===== src/hw/rtl/psr_pkg.sv =====
// ---------------------------------------------------------------------------
// psr_pkg
// Shared types and constants of the five-point Poisson relaxation engine.
// ---------------------------------------------------------------------------
`timescale 1ns / 1ps
`default_nettype none

package psr_pkg;

  // grid geometry and number formats
  localparam int ROW_W     = 6;
  localparam int COL_W     = 6;
  localparam int ADDR_W    = ROW_W + COL_W;
  localparam int CELLS     = 1 << ADDR_W;
  localparam int MAX_ROWS  = 1 << ROW_W;
  localparam int MAX_COLS  = 1 << COL_W;
  localparam int DATA_W    = 32;
  localparam int FRAC_BITS = 24;
  localparam int WGT_W     = 25;
  localparam int RES_W     = 31;
  localparam int CNT_W     = 16;
  localparam int DIM_W     = 7;
  localparam int MODE_W    = 1;

  // configuration port
  localparam int PADDR_W = 5;
  localparam int PDATA_W = 32;

  typedef enum logic [2:0] {
    REG_ROWS = 3'd0,
    REG_COLS = 3'd1,
    REG_WH   = 3'd2,
    REG_WV   = 3'd3,
    REG_WS   = 3'd4,
    REG_TOL  = 3'd5,
    REG_MAXI = 3'd6,
    REG_MODE = 3'd7
  } reg_idx_t;

  typedef enum logic [1:0] {
    REQ_WRITE = 2'd0,
    REQ_SOLVE = 2'd1,
    REQ_READ  = 2'd2,
    REQ_NONE  = 2'd3
  } req_t;

  typedef enum logic [0:0] {
    MODE_JACOBI = 1'b0,
    MODE_GAUSS  = 1'b1
  } mode_t;

  typedef enum logic [4:0] {
    ST_IDLE,
    ST_READ,
    ST_L,
    ST_R,
    ST_U,
    ST_D,
    ST_C,
    ST_MUL,
    ST_ADD,
    ST_RND,
    ST_WB,
    ST_MAX,
    ST_CP_RD,
    ST_CP_WR,
    ST_CHECK,
    ST_DONE
  } state_t;

  // datapath step per cycle of one cell update
  typedef enum logic [3:0] {
    STEP_NONE,
    STEP_LEFT,
    STEP_RIGHT,
    STEP_UP,
    STEP_DOWN,
    STEP_MUL,
    STEP_ADD,
    STEP_RND,
    STEP_DIFF,
    STEP_MAX
  } step_t;

  typedef enum logic [1:0] {
    WS_INPUT,
    WS_RELAX,
    WS_COPY
  } wsel_t;

  typedef struct packed {
    step_t              step;
    logic [ADDR_W-1:0]  grid_raddr;
    logic [ADDR_W-1:0]  cell_addr;
    logic               grid_we;
    wsel_t              grid_wsel;
    logic               next_we;
    logic               src_we;
    logic               worst_clr;
    logic               status_ld;
    logic [CNT_W-1:0]   sweeps;
    logic               out_ld;
    logic               out_rd;
  } cmd_t;

  typedef struct packed {
    logic out_busy;
    logic within_tol;
  } stat_t;

endpackage

`default_nettype wire


===== src/hw/rtl/psr_ctrl.sv =====
// ---------------------------------------------------------------------------
// psr_ctrl
// Request sequencer: walks cells, sweeps and copy passes, issues datapath commands.
// ---------------------------------------------------------------------------
`timescale 1ns / 1ps
`default_nettype none

module psr_ctrl (
  input  wire logic                        clk,
  input  wire logic                        rst_n,
  input  wire logic                        in_valid,
  output logic                             in_stall,
  input  wire logic [1:0]                  in_req_type,
  input  wire logic [psr_pkg::ROW_W-1:0]   in_row_index,
  input  wire logic [psr_pkg::COL_W-1:0]   in_col_index,
  input  wire logic [psr_pkg::DIM_W-1:0]   grid_rows,
  input  wire logic [psr_pkg::DIM_W-1:0]   grid_cols,
  input  wire logic [psr_pkg::CNT_W-1:0]   max_iterations,
  input  wire logic [psr_pkg::MODE_W-1:0]  update_mode,
  input  wire psr_pkg::stat_t              stat,
  output psr_pkg::cmd_t                    cmd
);

  localparam logic [psr_pkg::DIM_W-1:0] ROWS_CAP = psr_pkg::DIM_W'(psr_pkg::MAX_ROWS);
  localparam logic [psr_pkg::DIM_W-1:0] COLS_CAP = psr_pkg::DIM_W'(psr_pkg::MAX_COLS);
  localparam logic [psr_pkg::DIM_W-1:0] MIN_DIM  = psr_pkg::DIM_W'(3);
  localparam logic [psr_pkg::DIM_W-1:0] TWO      = psr_pkg::DIM_W'(2);

  psr_pkg::state_t state_r, state_nxt;
  logic [psr_pkg::ROW_W-1:0] row_r, row_nxt;
  logic [psr_pkg::COL_W-1:0] col_r, col_nxt;
  logic [psr_pkg::CNT_W-1:0] count_r, count_nxt;

  logic [psr_pkg::DIM_W-1:0] rows_eff, cols_eff, last_row, last_col;
  logic [psr_pkg::CNT_W-1:0] count_inc;
  logic                      no_interior, row_end, col_end, accept;

  // effective grid size and walk limits
  assign rows_eff    = (grid_rows > ROWS_CAP) ? ROWS_CAP : grid_rows;
  assign cols_eff    = (grid_cols > COLS_CAP) ? COLS_CAP : grid_cols;
  assign last_row    = rows_eff - TWO;
  assign last_col    = cols_eff - TWO;
  assign no_interior = (rows_eff < MIN_DIM) || (cols_eff < MIN_DIM);
  assign col_end     = ({1'b0, col_r} == last_col);
  assign row_end     = ({1'b0, row_r} == last_row);
  assign count_inc   = count_r + psr_pkg::CNT_W'(1);

  assign accept   = (state_r == psr_pkg::ST_IDLE) && in_valid && !stat.out_busy;
  assign in_stall = !((state_r == psr_pkg::ST_IDLE) && !stat.out_busy);

  // state and loop counters
  always_ff @(posedge clk) begin
    if (!rst_n) begin
      state_r <= psr_pkg::ST_IDLE;
      row_r   <= '0;
      col_r   <= '0;
      count_r <= '0;
    end else begin
      state_r <= state_nxt;
      row_r   <= row_nxt;
      col_r   <= col_nxt;
      count_r <= count_nxt;
    end
  end

  // next state and commands
  always_comb begin
    state_nxt = state_r;
    row_nxt   = row_r;
    col_nxt   = col_r;
    count_nxt = count_r;

    cmd            = '0;
    cmd.step       = psr_pkg::STEP_NONE;
    cmd.grid_wsel  = psr_pkg::WS_RELAX;
    cmd.grid_raddr = {row_r, col_r};
    cmd.cell_addr  = {row_r, col_r};
    cmd.sweeps     = count_inc;

    unique case (state_r)
      psr_pkg::ST_IDLE: begin
        cmd.grid_raddr = {in_row_index, in_col_index};
        cmd.cell_addr  = {in_row_index, in_col_index};
        if (accept) begin
          unique case (psr_pkg::req_t'(in_req_type))
            psr_pkg::REQ_WRITE: begin
              cmd.grid_we   = 1'b1;
              cmd.grid_wsel = psr_pkg::WS_INPUT;
              cmd.src_we    = 1'b1;
              cmd.out_ld    = 1'b1;
            end
            psr_pkg::REQ_READ: begin
              state_nxt = psr_pkg::ST_READ;
            end
            psr_pkg::REQ_SOLVE: begin
              cmd.worst_clr = 1'b1;
              count_nxt     = '0;
              row_nxt       = psr_pkg::ROW_W'(1);
              col_nxt       = psr_pkg::COL_W'(1);
              state_nxt     = no_interior ? psr_pkg::ST_CHECK : psr_pkg::ST_L;
            end
            psr_pkg::REQ_NONE: begin
              cmd.out_ld = 1'b1;
            end
          endcase
        end
      end
      psr_pkg::ST_READ: begin
        cmd.out_ld = 1'b1;
        cmd.out_rd = 1'b1;
        state_nxt  = psr_pkg::ST_IDLE;
      end
      psr_pkg::ST_L: begin
        cmd.grid_raddr = {row_r, col_r - psr_pkg::COL_W'(1)};
        state_nxt      = psr_pkg::ST_R;
      end
      psr_pkg::ST_R: begin
        cmd.grid_raddr = {row_r, col_r + psr_pkg::COL_W'(1)};
        cmd.step       = psr_pkg::STEP_LEFT;
        state_nxt      = psr_pkg::ST_U;
      end
      psr_pkg::ST_U: begin
        cmd.grid_raddr = {row_r - psr_pkg::ROW_W'(1), col_r};
        cmd.step       = psr_pkg::STEP_RIGHT;
        state_nxt      = psr_pkg::ST_D;
      end
      psr_pkg::ST_D: begin
        cmd.grid_raddr = {row_r + psr_pkg::ROW_W'(1), col_r};
        cmd.step       = psr_pkg::STEP_UP;
        state_nxt      = psr_pkg::ST_C;
      end
      psr_pkg::ST_C: begin
        cmd.step  = psr_pkg::STEP_DOWN;
        state_nxt = psr_pkg::ST_MUL;
      end
      psr_pkg::ST_MUL: begin
        cmd.step  = psr_pkg::STEP_MUL;
        state_nxt = psr_pkg::ST_ADD;
      end
      psr_pkg::ST_ADD: begin
        cmd.step  = psr_pkg::STEP_ADD;
        state_nxt = psr_pkg::ST_RND;
      end
      psr_pkg::ST_RND: begin
        cmd.step  = psr_pkg::STEP_RND;
        state_nxt = psr_pkg::ST_WB;
      end
      psr_pkg::ST_WB: begin
        cmd.step = psr_pkg::STEP_DIFF;
        if (psr_pkg::mode_t'(update_mode) == psr_pkg::MODE_GAUSS) begin
          cmd.grid_we = 1'b1;
        end else begin
          cmd.next_we = 1'b1;
        end
        state_nxt = psr_pkg::ST_MAX;
      end
      psr_pkg::ST_MAX: begin
        cmd.step = psr_pkg::STEP_MAX;
        if (!col_end) begin
          col_nxt   = col_r + psr_pkg::COL_W'(1);
          state_nxt = psr_pkg::ST_L;
        end else begin
          col_nxt = psr_pkg::COL_W'(1);
          if (!row_end) begin
            row_nxt   = row_r + psr_pkg::ROW_W'(1);
            state_nxt = psr_pkg::ST_L;
          end else begin
            row_nxt   = psr_pkg::ROW_W'(1);
            state_nxt = (psr_pkg::mode_t'(update_mode) == psr_pkg::MODE_GAUSS) ?
                        psr_pkg::ST_CHECK : psr_pkg::ST_CP_RD;
          end
        end
      end
      // copy the new interior back into the grid after a Jacobi sweep
      psr_pkg::ST_CP_RD: begin
        state_nxt = psr_pkg::ST_CP_WR;
      end
      psr_pkg::ST_CP_WR: begin
        cmd.grid_we   = 1'b1;
        cmd.grid_wsel = psr_pkg::WS_COPY;
        state_nxt     = psr_pkg::ST_CP_RD;
        if (!col_end) begin
          col_nxt = col_r + psr_pkg::COL_W'(1);
        end else begin
          col_nxt = psr_pkg::COL_W'(1);
          if (!row_end) begin
            row_nxt = row_r + psr_pkg::ROW_W'(1);
          end else begin
            row_nxt   = psr_pkg::ROW_W'(1);
            state_nxt = psr_pkg::ST_CHECK;
          end
        end
      end
      psr_pkg::ST_CHECK: begin
        count_nxt = count_inc;
        if (stat.within_tol || (count_inc >= max_iterations)) begin
          cmd.status_ld = 1'b1;
          state_nxt     = psr_pkg::ST_DONE;
        end else begin
          cmd.worst_clr = 1'b1;
          state_nxt     = psr_pkg::ST_L;
        end
      end
      psr_pkg::ST_DONE: begin
        cmd.out_ld = 1'b1;
        state_nxt  = psr_pkg::ST_IDLE;
      end
      default: begin
        state_nxt = psr_pkg::ST_IDLE;
      end
    endcase
  end

endmodule

`default_nettype wire


===== config.mk =====
export PLATFORM = sky130hd
export DESIGN_NAME = psr_ctrl
export DESIGN_NICKNAME = d
export VERILOG_FILES = /design/src/hw/rtl/psr_pkg.sv /design/src/hw/rtl/psr_ctrl.sv
export SDC_FILE = /design/constraint.sdc
export NUM_CORES = 1
export LEC_CHECK = 0
export BUFFER_PORTS_ARGS = -buffer_cell sky130_fd_sc_hd__clkbuf_2
export CAP_MARGIN = 20
export CORE_MARGIN = 5
export CORE_UTILIZATION = 54
export DETAILED_ROUTE_END_ITERATION = 8
export GPL_ROUTABILITY_DRIVEN = 1
export GPL_TIMING_DRIVEN = 0
export PLACE_DENSITY = 0.81
export RECOVER_POWER = 100
export SLEW_MARGIN = 20
export SYNTH_ARGS = -nofsm -noshare
export SYNTH_HDL_FRONTEND = slang
export SYNTH_SLANG_ARGS = --single-unit
export TNS_END_PERCENT = 1

===== constraint.sdc =====
create_clock -name clk -period 3.8 [get_ports clk]
set_input_delay 0.57 -clock clk [delete_from_list [all_inputs] [get_ports clk]]
set_output_delay 0.57 -clock clk [all_outputs]
set_load 0.05 [all_outputs]

==> flow_metrics.tcl, run 1 <==
set metrics [dict create \
    status "finished with violations" \
    violations "setup timing" \
    holdCritPathClass "flip-flop to flip-flop" \
    critPathLaunchType "flip-flop" \
    cts_tree "built" \
    clockBufferDepth 2 \
    via_per_inst 5.74 \
    crit_fanout 5 \
    area_growth_pct 30.0 \
    async_reset_ff_share_pct 0 \
    synth_cells 539 \
    ys_seq_area_share_pct 17.6 \
    routabilityCongestion 0.978 \
    htree_levels 2 \
    clock_latency_ns 0.29 \
    r2r_cells 14 \
    die_w_um 92.1 \
    vias 4291 \
    ff2ff_setup_slack_ns 0.23 \
    cp_data_required_time_ns 3.23 \
    slew_headroom_pct 43.1 \
    gr-total-overflow 0 \
    fin_area_um2 4740 \
    antenna_left 0 \
    clockRootBuffer "clkbuf_8" \
    grt_start_max_net_pins 11 \
    yosys_warnings 0 \
    dr.pass1.iters 7 \
    initial_utilization_pct 54.5 \
    final-hold-violation-count 0 \
    synth-seq-cells 32 \
    crit_end "cmd[19]" \
    worstSetupStartpoint "count_r[0]$_SDFFE_PN0P_" \
    pin_count 104 \
    synth.avg_cell_area_um2 6.76 \
    synth_top_area_share_pct 17.6 \
    synth_enable_flop_cells 0 \
    worstReg2RegStart "count_r[0]$_SDFFE_PN0P_" \
    clkTransAtPathRegs_ns 0.06 \
    p_per_area_nw_per_um2 198 \
    synth_area_um2 3640 \
    fmax_ghz 0.259 \
    first_iter_violations 260 \
    fin_nets 748 \
    hold_slack_ns 0.496 \
    grt_pass1_wl_um 18600 \
    slew_violations 0 \
    synth_fp_nets 621 \
    diodes 0 \
    drt_wl_total_um 11300 \
    period_share_pct 102 \
    dpl_cell_area_um2 4480 \
    num_rows 30 \
    finalCriticalPeriod_ns 3.87 \
    core_um2 6680 \
    fp.dieArea_um2 8490 \
    numClockSinks 32 \
    synth_cell_type_count 55 \
    synthFlopType "dfxtp_1" \
    hold_depth 2 \
    hold_buffers 0 \
    path_class "flip-flop to output port" \
    post-route-util_pct 70.9 \
    rr_endpoint "state_r[2]$_SDFFE_PN0P_" \
    critPathArrivalTime_ns 3.30 \
    post-dp-hpwl_um 8860 \
    p_leak_uw 0.00219 \
    rsz0062_at_grt "true" \
    cap_violations 0 \
    peakVddDrop_mv 0.163 \
    portBuffers 103 \
    setup_slack_ns -0.0656 \
    drt-wirelength-per-cell_um 15.2 \
    cts_made_buffers 5 \
    endpoint_kind "output port" \
    grt_use_total_pct 26.4 \
    yosys.area.top_type "dfxtp_1" \
    fin_skew_ns 0.0100 \
    synth_area_leaders "dfxtp_1 (18%), ha_1 (11%), nand2_1 (8.6%), a21oi_1 (5.1%), o21ai_0 (4.7%)" \
    drc 0 \
    dieHeight_um 92.1 \
    antenna_found_initial 0 \
    worstMarginPinSlew_ns 0.832 \
    finalSetupViolCount 2 \
    drive_gt1_share_pct 20.8 \
    grt_pass1_vias 4195 \
]
cell families (layout without fill, tap and decap cells):
family                     Yosys count  in the layout  share of synthesized area [%]
buffers and inverters               65            193                           6.76
muxes                                3              3                          0.824
adders and majority gates           32             32                           11.0
xor gates and xnor gates            32             32                           7.69
and+or+nand+nor                    235            235                           31.6
DFF                                 32             32                           17.6
AOI/OAI and AO/OA                  140            140                           24.6
routing by layer:
metal,vias to the layer above,track usage (%),share of wire (%)
met5,-,0,0
met4,0,11.3,2.7
met3,36,3.94,6.8
met2,188,47.6,50
met1,1933,30.9,40
li1,2134,-,-
what timing repair did:
action	CTS	global route
gates resized for setup	17	9
pin swaps	13	6
setup buffers	15	3
endpoints found under the setup margin	2	4
hold endpoints to repair	0	0
area by class of cell:
class	instances	area, um^2
fill	598	1940
tap	80	100
timing repair buffer	121	639
clock buffer	6	82.6
inverter	37	139
clock inverter	2	10.0
multi-input combinational	442	3000
sequential	32	661
buffer	27	103
synthesized netlist by cell type (4+ instances only):
| master | count |
|---|---|
| a21boi_0 | 7 |
| a21o_1 | 6 |
| a21oi_1 | 37 |
| a22oi_1 | 7 |
| a31oi_1 | 4 |
| and3_1 | 9 |
| clkbuf_1 | 23 |
| dfxtp_1 | 32 |
| ha_1 | 32 |
| inv_1 | 37 |
| nand2_1 | 83 |
| nand2b_1 | 7 |
| nand3_1 | 26 |
| nor2_1 | 43 |
| nor2b_1 | 17 |
| nor3_1 | 14 |
| o211ai_1 | 6 |
| o21a_1 | 8 |
| o21ai_0 | 34 |
| o22ai_1 | 4 |
| or2_2 | 9 |
| or3_1 | 4 |
| xnor2_1 | 19 |
| xor2_1 | 13 |
worst max-delay path: stages, from the launching register on:
cell and delay [ns]:
dfxtp_4 0.37, ha_4 0.13, and3_4 0.18, and3_4 0.22
and3_4 0.21, nand3_4 0.11, xnor2_4 0.22, ha_4 0.23
a21oi_4 0.12, nor2b_2 0.06, a2111oi_2 0.33, buf_4 0.20
nor2b_4 0.04, o21a_1 0.20, o31ai_4 0.21, buf_8 0.18
how the worst min path moves through the flow:
| stage | startpoint | to | slack [ns] |
|---|---|---|---|
| floorplan | count_r[4]$_SDFFE_PN0P_ | count_r[4]$_SDFFE_PN0P_ | 0.46 |
| global placement | count_r[4]$_SDFFE_PN0P_ | count_r[4]$_SDFFE_PN0P_ | 0.47 |
| detailed placement | count_r[4]$_SDFFE_PN0P_ | count_r[4]$_SDFFE_PN0P_ | 0.48 |
| CTS | count_r[4]$_SDFFE_PN0P_ | count_r[4]$_SDFFE_PN0P_ | 0.49 |
| global route | count_r[4]$_SDFFE_PN0P_ | count_r[4]$_SDFFE_PN0P_ | 0.54 |
| finish | count_r[4]$_SDFFE_PN0P_ | count_r[4]$_SDFFE_PN0P_ | 0.50 |
where the power goes:
| part | internal, uW | total, uW | leakage [uW] | switching (uW) |
|---|---|---|---|---|
| sequential | 333 | 336 | 0.000262 | 2.87 |
| clock | 145 | 283 | 0.0000510 | 139 |
| combinational | 91.5 | 318 | 0.00188 | 226 |
| total | 570 | 937 | 0.00219 | 368 |
sequential cells by signal (all words and copies together), names as in the netlist:
signal and cells:
state_r 4, row_r 6, col_r 6, count_r 16
stage by stage:
stage	TNS [ns]	setup slack, ns	cells	total power, uW
after global placement	-0.0839	-0.0695	722	660
after global routing	-0.427	-0.211	747	982
after detailed placement	-0.181	-0.120	722	665
final	-0.0967	-0.0656	747	937
after CTS	-0.182	-0.130	744	943
after floorplan	-0.0953	-0.0953	539	572
layout by cell type, fill, tap and decap left out, drive strengths merged, types with 9 or more instances in the layout:
cell type	count
and3	9
nand2	83
a21oi	37
buf	21
clkbuf	133
o21ai	34
nor3	15
ha	32
or2	9
dfxtp	32
nand3	26
xnor2	19
xor2	13
nor2	43
inv	37
nor2b	18
Note: power is estimated with default switching activity, not from simulation.
==> run 2, diff against run 1 <==
--- a/config.mk
+++ b/config.mk
@@ -8,11 +8,11 @@
 export BUFFER_PORTS_ARGS = -buffer_cell sky130_fd_sc_hd__clkbuf_2
 export CAP_MARGIN = 20
 export CORE_MARGIN = 5
-export CORE_UTILIZATION = 54
+export CORE_UTILIZATION = 58
 export DETAILED_ROUTE_END_ITERATION = 8
 export GPL_ROUTABILITY_DRIVEN = 1
 export GPL_TIMING_DRIVEN = 0
-export PLACE_DENSITY = 0.81
+export PLACE_DENSITY = 0.87
 export RECOVER_POWER = 100
 export SLEW_MARGIN = 20
 export SYNTH_ARGS = -nofsm -noshare
==> constraint.sdc (replaced) <==
create_clock -name clk -period 4.8 [get_ports clk]
set_input_delay 0.72 -clock clk [delete_from_list [all_inputs] [get_ports clk]]
set_output_delay 0.72 -clock clk [all_outputs]
set_load 0.05 [all_outputs]
==> flow_metrics.tcl, run 2 (same netlist as run 1, synthesis figures left out) <==
set metrics [dict create \
    drc 0 \
    final_cell_mix "nand2_1 (83), clkbuf_1 (76), clkbuf_2 (53)" \
    num_rows 28 \
    worstReg2RegStart "count_r[0]$_SDFFE_PN0P_" \
    finalSetupViolCount 0 \
    via_per_inst 5.94 \
    critPathArrivalTime_ns 3.82 \
    drt-wirelength-per-cell_um 15.2 \
    path_class "flip-flop to output port" \
    crit_fanout 6 \
    post-dp-hpwl_um 8700 \
    fin_skew_ns 0.0107 \
    pin_count 104 \
    slowest_stage "dfxtp_1" \
    gr-total-overflow 0 \
    period_share_pct 94.7 \
    drive_gt1_share_pct 12.8 \
    setup_slack_ns 0.255 \
    diodes 0 \
    worstSetupStartpoint "count_r[0]$_SDFFE_PN0P_" \
    finalCriticalPeriod_ns 4.54 \
    cp_slowest_stage_delay_ns 0.44 \
    clkTransAtPathRegs_ns 0.07 \
    antenna_found_initial 0 \
    cp_data_required_time_ns 4.08 \
    dieHeight_um 89.3 \
    r2r_cells 14 \
    endpoint_kind "output port" \
    cap_violations 0 \
    crit_end "cmd[19]" \
    clockRootBuffer "clkbuf_8" \
    largest_reg_flops 16 \
    path_cells "ha_2 -> and3_1 -> and3_2 -> and3_1 -> nand3_1 -> xnor2_2 -> ha_1 -> a21oi_1 -> nor2b_1 -> a2111oi_4 -> nor2b_1 -> o21a_1 -> o31ai_4 -> clkbuf_4" \
    fin_nets 730 \
    fp.dieArea_um2 7970 \
    first_iter_violations 259 \
    crit_family "simple AND/OR/NAND/NOR gates" \
    grt_use_total_pct 27.9 \
    cts_tree "built" \
    clock_latency_ns 0.30 \
    peakVddDrop_mv 0.187 \
    final_common_cell "nand2_1" \
    grt_pass1_vias 4061 \
    grt_pass1_wl_um 17900 \
    clockBufferDepth 2 \
    crit_cells 14 \
    final-hold-violation-count 0 \
    portBuffers 103 \
    numClockSinks 32 \
    routabilityCongestion 0.925 \
    final.fill_count 557 \
    place_inst 717 \
    p_leak_uw 0.00202 \
    cts_made_buffers 5 \
    pre_cts_slack_ns -0.140 \
    core_um2 6030 \
    status "complete, no violations" \
    grt_start_max_net_pins 11 \
    initial_utilization_pct 60.5 \
    p_per_area_nw_per_um2 180 \
    htree_levels 2 \
    slew_headroom_pct 28.6 \
    post-route-util_pct 72.2 \
    vias 4297 \
    holdCritPathClass "flip-flop to flip-flop" \
    dr.pass1.iters 6 \
    worstMarginPinSlew_ns 1.04 \
    rsz0062_at_grt "false" \
    die_w_um 89.3 \
    fin_cells 724 \
    critPathLaunchType "flip-flop" \
    fmax_ghz 0.220 \
    antenna_left 0 \
    drt_wl_total_um 11000 \
    ff2ff_setup_slack_ns 1.00 \
    hold_buffers 0 \
    largest_register "count_r" \
    path_buf_inv 1 \
    slew_violations 0 \
    reg_top3 "count_r x16, col_r x6, row_r x6" \
    rr_endpoint "state_r[2]$_SDFFE_PN0P_" \
    area_growth_pct 19.4 \
]
-- run 2: cell types whose count changed in the layout (fill, tap and decap cells not counted), sizes merged --
cell / before / now
buf: 21 / 1
bufinv: 0 / 1
clkbuf: 133 / 135
clkinv: 2 / 1
-- run 2: power by group --
part | switching (uW) | internal, uW | leakage [uW]
registers | 2.42 | 267 | 0.000258
logic | 178 | 68.0 | 0.00170
clock network | 114 | 154 | 0.0000552
-- run 2: timing repair --
| action | CTS | global route |
|---|---|---|
| setup buffers | 0 | 0 |
| pin swaps | 1 | 0 |
| endpoints found under the hold margin | 0 | 0 |
| gates resized for setup | 4 | 4 |
| setup endpoints to repair | 2 | 2 |
-- run 2: worst min path at each step --
stage,from,endpoint,cells after the start
after floorplan,count_r[4]$_SDFFE_PN0P_,count_r[4]$_SDFFE_PN0P_,2
after CTS,count_r[4]$_SDFFE_PN0P_,count_r[4]$_SDFFE_PN0P_,2
after detailed placement,count_r[4]$_SDFFE_PN0P_,count_r[4]$_SDFFE_PN0P_,2
after global routing,count_r[4]$_SDFFE_PN0P_,count_r[4]$_SDFFE_PN0P_,2
after global placement,count_r[4]$_SDFFE_PN0P_,count_r[4]$_SDFFE_PN0P_,2
final,count_r[4]$_SDFFE_PN0P_,count_r[4]$_SDFFE_PN0P_,2
-- run 2: final cells by class --
class / count / area (um^2) / share of cell area [%]
buffer: 27 / 103 / 2.36
clock buffer: 6 / 72.6 / 1.67
clock inverter: 2 / 35.0 / 0.805
inverter: 37 / 139 / 3.19
multi-input combinational: 442 / 2810 / 64.6
sequential: 32 / 641 / 14.7
tap: 75 / 93.8 / 2.16
timing repair buffer: 103 / 457 / 10.5
-- run 2: through the flow --
| step | setup TNS (ns) | power (uW) | hold WS (ns) | instance area [um^2] |
|---|---|---|---|---|
| 3_5_place_dp | -0.161 | 526 | 0.484 | 4300 |
| 5_1_grt | 0 | 815 | 0.519 | 4350 |
| 3_3_place_gp | 0 | 521 | 0.459 | 4300 |
| 6_report | 0 | 784 | 0.498 | 4350 |
| 2_1_floorplan | 0 | 453 | 0.450 | 3690 |
| 4_1_cts | 0 | 791 | 0.494 | 4430 |
-- run 2: worst min-delay path, delay by kind of cell, from the launching register on --
kind,cells,cell delay (ns)
AOI/OAI and AO/OA,1,0.07
DFF,1,0.33
and+or+nand+nor,1,0.06
-- run 2: per-layer routing --
| layer | wire length [um] | up-vias | track usage [%] |
|---|---|---|---|
| li1 | - | 2097 | - |
| met1 | 4230 | 1924 | 32.9 |
| met2 | 5330 | 239 | 49.5 |
| met3 | 1090 | 37 | 4.88 |
| met4 | 359 | 0 | 11.5 |
| met5 | 0 | - | 0 |
==> run 3, diff against run 2 <==
==> constraint.sdc (replaced) <==
create_clock -name clk -period 5.47 [get_ports clk]
set_input_delay 0.8205 -clock clk [delete_from_list [all_inputs] [get_ports clk]]
set_output_delay 0.8205 -clock clk [all_outputs]
set_load 0.05 [all_outputs]
==> flow_metrics.tcl, run 3 (same netlist as run 1, synthesis figures left out) <==
set metrics [dict create \
    status "complete, no violations" \
    fp.dieArea_um2 7970 \
    dpl_cell_area_um2 4260 \
    clockBufferDepth 2 \
    gr-total-overflow 0 \
    die_w_um 89.3 \
    htree_levels 2 \
    fin_skew_ns 0.00863 \
    finalSetupViolCount 0 \
    grt_pass1_vias 3954 \
    p_leak_uw 0.00198 \
    largest_register "count_r" \
    drt_wl_total_um 10900 \
    p_per_area_nw_per_um2 160 \
    path_class "flip-flop to output port" \
    hold_slack_ns 0.543 \
    diodes 0 \
    vias 4306 \
    grt_pass1_wl_um 17600 \
    drive_gt1_share_pct 11.4 \
    post-dp-hpwl_um 8490 \
    grt_start_max_net_pins 11 \
    numClockSinks 32 \
    cap_violations 0 \
    drc 0 \
    drt-wirelength-per-cell_um 15.0 \
    peakVddDrop_mv 0.104 \
    final_cell_mix "nand2_1 (83), clkbuf_1 (78), clkbuf_2 (53)" \
    core_um2 6030 \
    rsz0062_at_grt "false" \
    final_common_cell "nand2_1" \
    initial_utilization_pct 60.5 \
    cts_tree "built" \
    via_per_inst 5.94 \
    finalCriticalPeriod_ns 5.02 \
    portBuffers 103 \
    fin_area_um2 4290 \
    period_share_pct 91.7 \
    cts_made_buffers 5 \
    largest_reg_flops 16 \
    first_iter_violations 314 \
    pin_count 104 \
    antenna_found_initial 0 \
    setup_tns_ns 0 \
    crit_fanout 6 \
    critPathArrivalTime_ns 4.20 \
    holdCritPathClass "flip-flop to flip-flop" \
    final-hold-violation-count 0 \
    critPathLaunchType "flip-flop" \
    clockRootBuffer "clkbuf_8" \
    endpoint_kind "output port" \
    cp_data_required_time_ns 4.65 \
    dieHeight_um 89.3 \
    area_growth_pct 17.6 \
    antenna_left 0 \
    grt_use_total_pct 27.1 \
    worstMarginPinSlew_ns 1.10 \
    routabilityCongestion 0.935 \
    fin_nets 731 \
    clkTransAtPathRegs_ns 0.07 \
    num_rows 28 \
    clock_latency_ns 0.29 \
    slew_violations 0 \
    hold_buffers 0 \
    reg_top3 "count_r x16, col_r x6, row_r x6" \
    fmax_ghz 0.199 \
    slew_headroom_pct 24.9 \
    dr.pass1.iters 5 \
]
-- run 3: cell type report --
cell class	instances	area [um^2]
multi-input cells	442	2750
fillers	560	1740
flip-flops and latches	32	641
repair buffers	103	453
inverters	37	139
plain buffers	28	106
well taps	75	93.8
clock buffers	6	72.6
clock inverters	2	35.0
-- run 3: worst max-delay path, stage by stage (launching register included) --
cell and delay [ns]:
dfxtp_1 0.44, ha_1 0.27, and3_1 0.25, and3_1 0.17, clkbuf_1 0.23, and3_1 0.23, nand3_1 0.15, xnor2_1 0.25
ha_1 0.28, nand4_1 0.12, a211oi_1 0.07, a2111oi_2 0.55, nor2b_1 0.13, o21a_1 0.22, o31ai_2 0.23, clkbuf_2 0.32
-- run 3: stage by stage --
stage	setup slack, ns	power [uW]	instances	util, %
3_3_place_gp	0.598	456	717	70.7
6_report	0.454	686	725	71.1
3_5_place_dp	0.522	462	717	70.7
5_1_grt	0.104	714	725	71.1
4_1_cts	0.174	692	725	72.4
2_1_floorplan	0.195	397	539	-
-- run 3: layer usage --
metal / global-route usage, % / vias to the layer above / share of wire (%) / routed length (um)
met2: 47.4 / 238 / 49 / 5270
met4: 8.80 / 0 / 2.3 / 255
met3: 4.70 / 24 / 9.7 / 1050
li1: - / 2093 / - / -
met5: 0 / - / 0 / 0
met1: 33.5 / 1951 / 39 / 4290
-- run 3: power by group --
part | internal, uW | leakage (uW) | switching, uW
combinational | 59.3 | 0.00166 | 156
clock | 135 | 0.0000552 | 99.3
sequential | 234 | 0.000258 | 2.23
total | 429 | 0.00198 | 257
-- run 3: repair_timing --
item	in CTS	in global routing
buffers inserted	0	0
setup endpoints to repair	0	2
resized for setup	0	2
-- run 3: final timing paths --
check	startpoint	end	slack, ns	depth (start not counted)
setup / recovery	count_r[0]$_SDFFE_PN0P_	cmd[19]	0.45	15
setup reg to reg	count_r[0]$_SDFFE_PN0P_	state_r[3]$_SDFFE_PN0P_	1.42	15
hold reg to reg	count_r[1]$_SDFFE_PN0P_	count_r[1]$_SDFFE_PN0P_	0.54	2
hold / removal	count_r[1]$_SDFFE_PN0P_	count_r[1]$_SDFFE_PN0P_	0.54	2
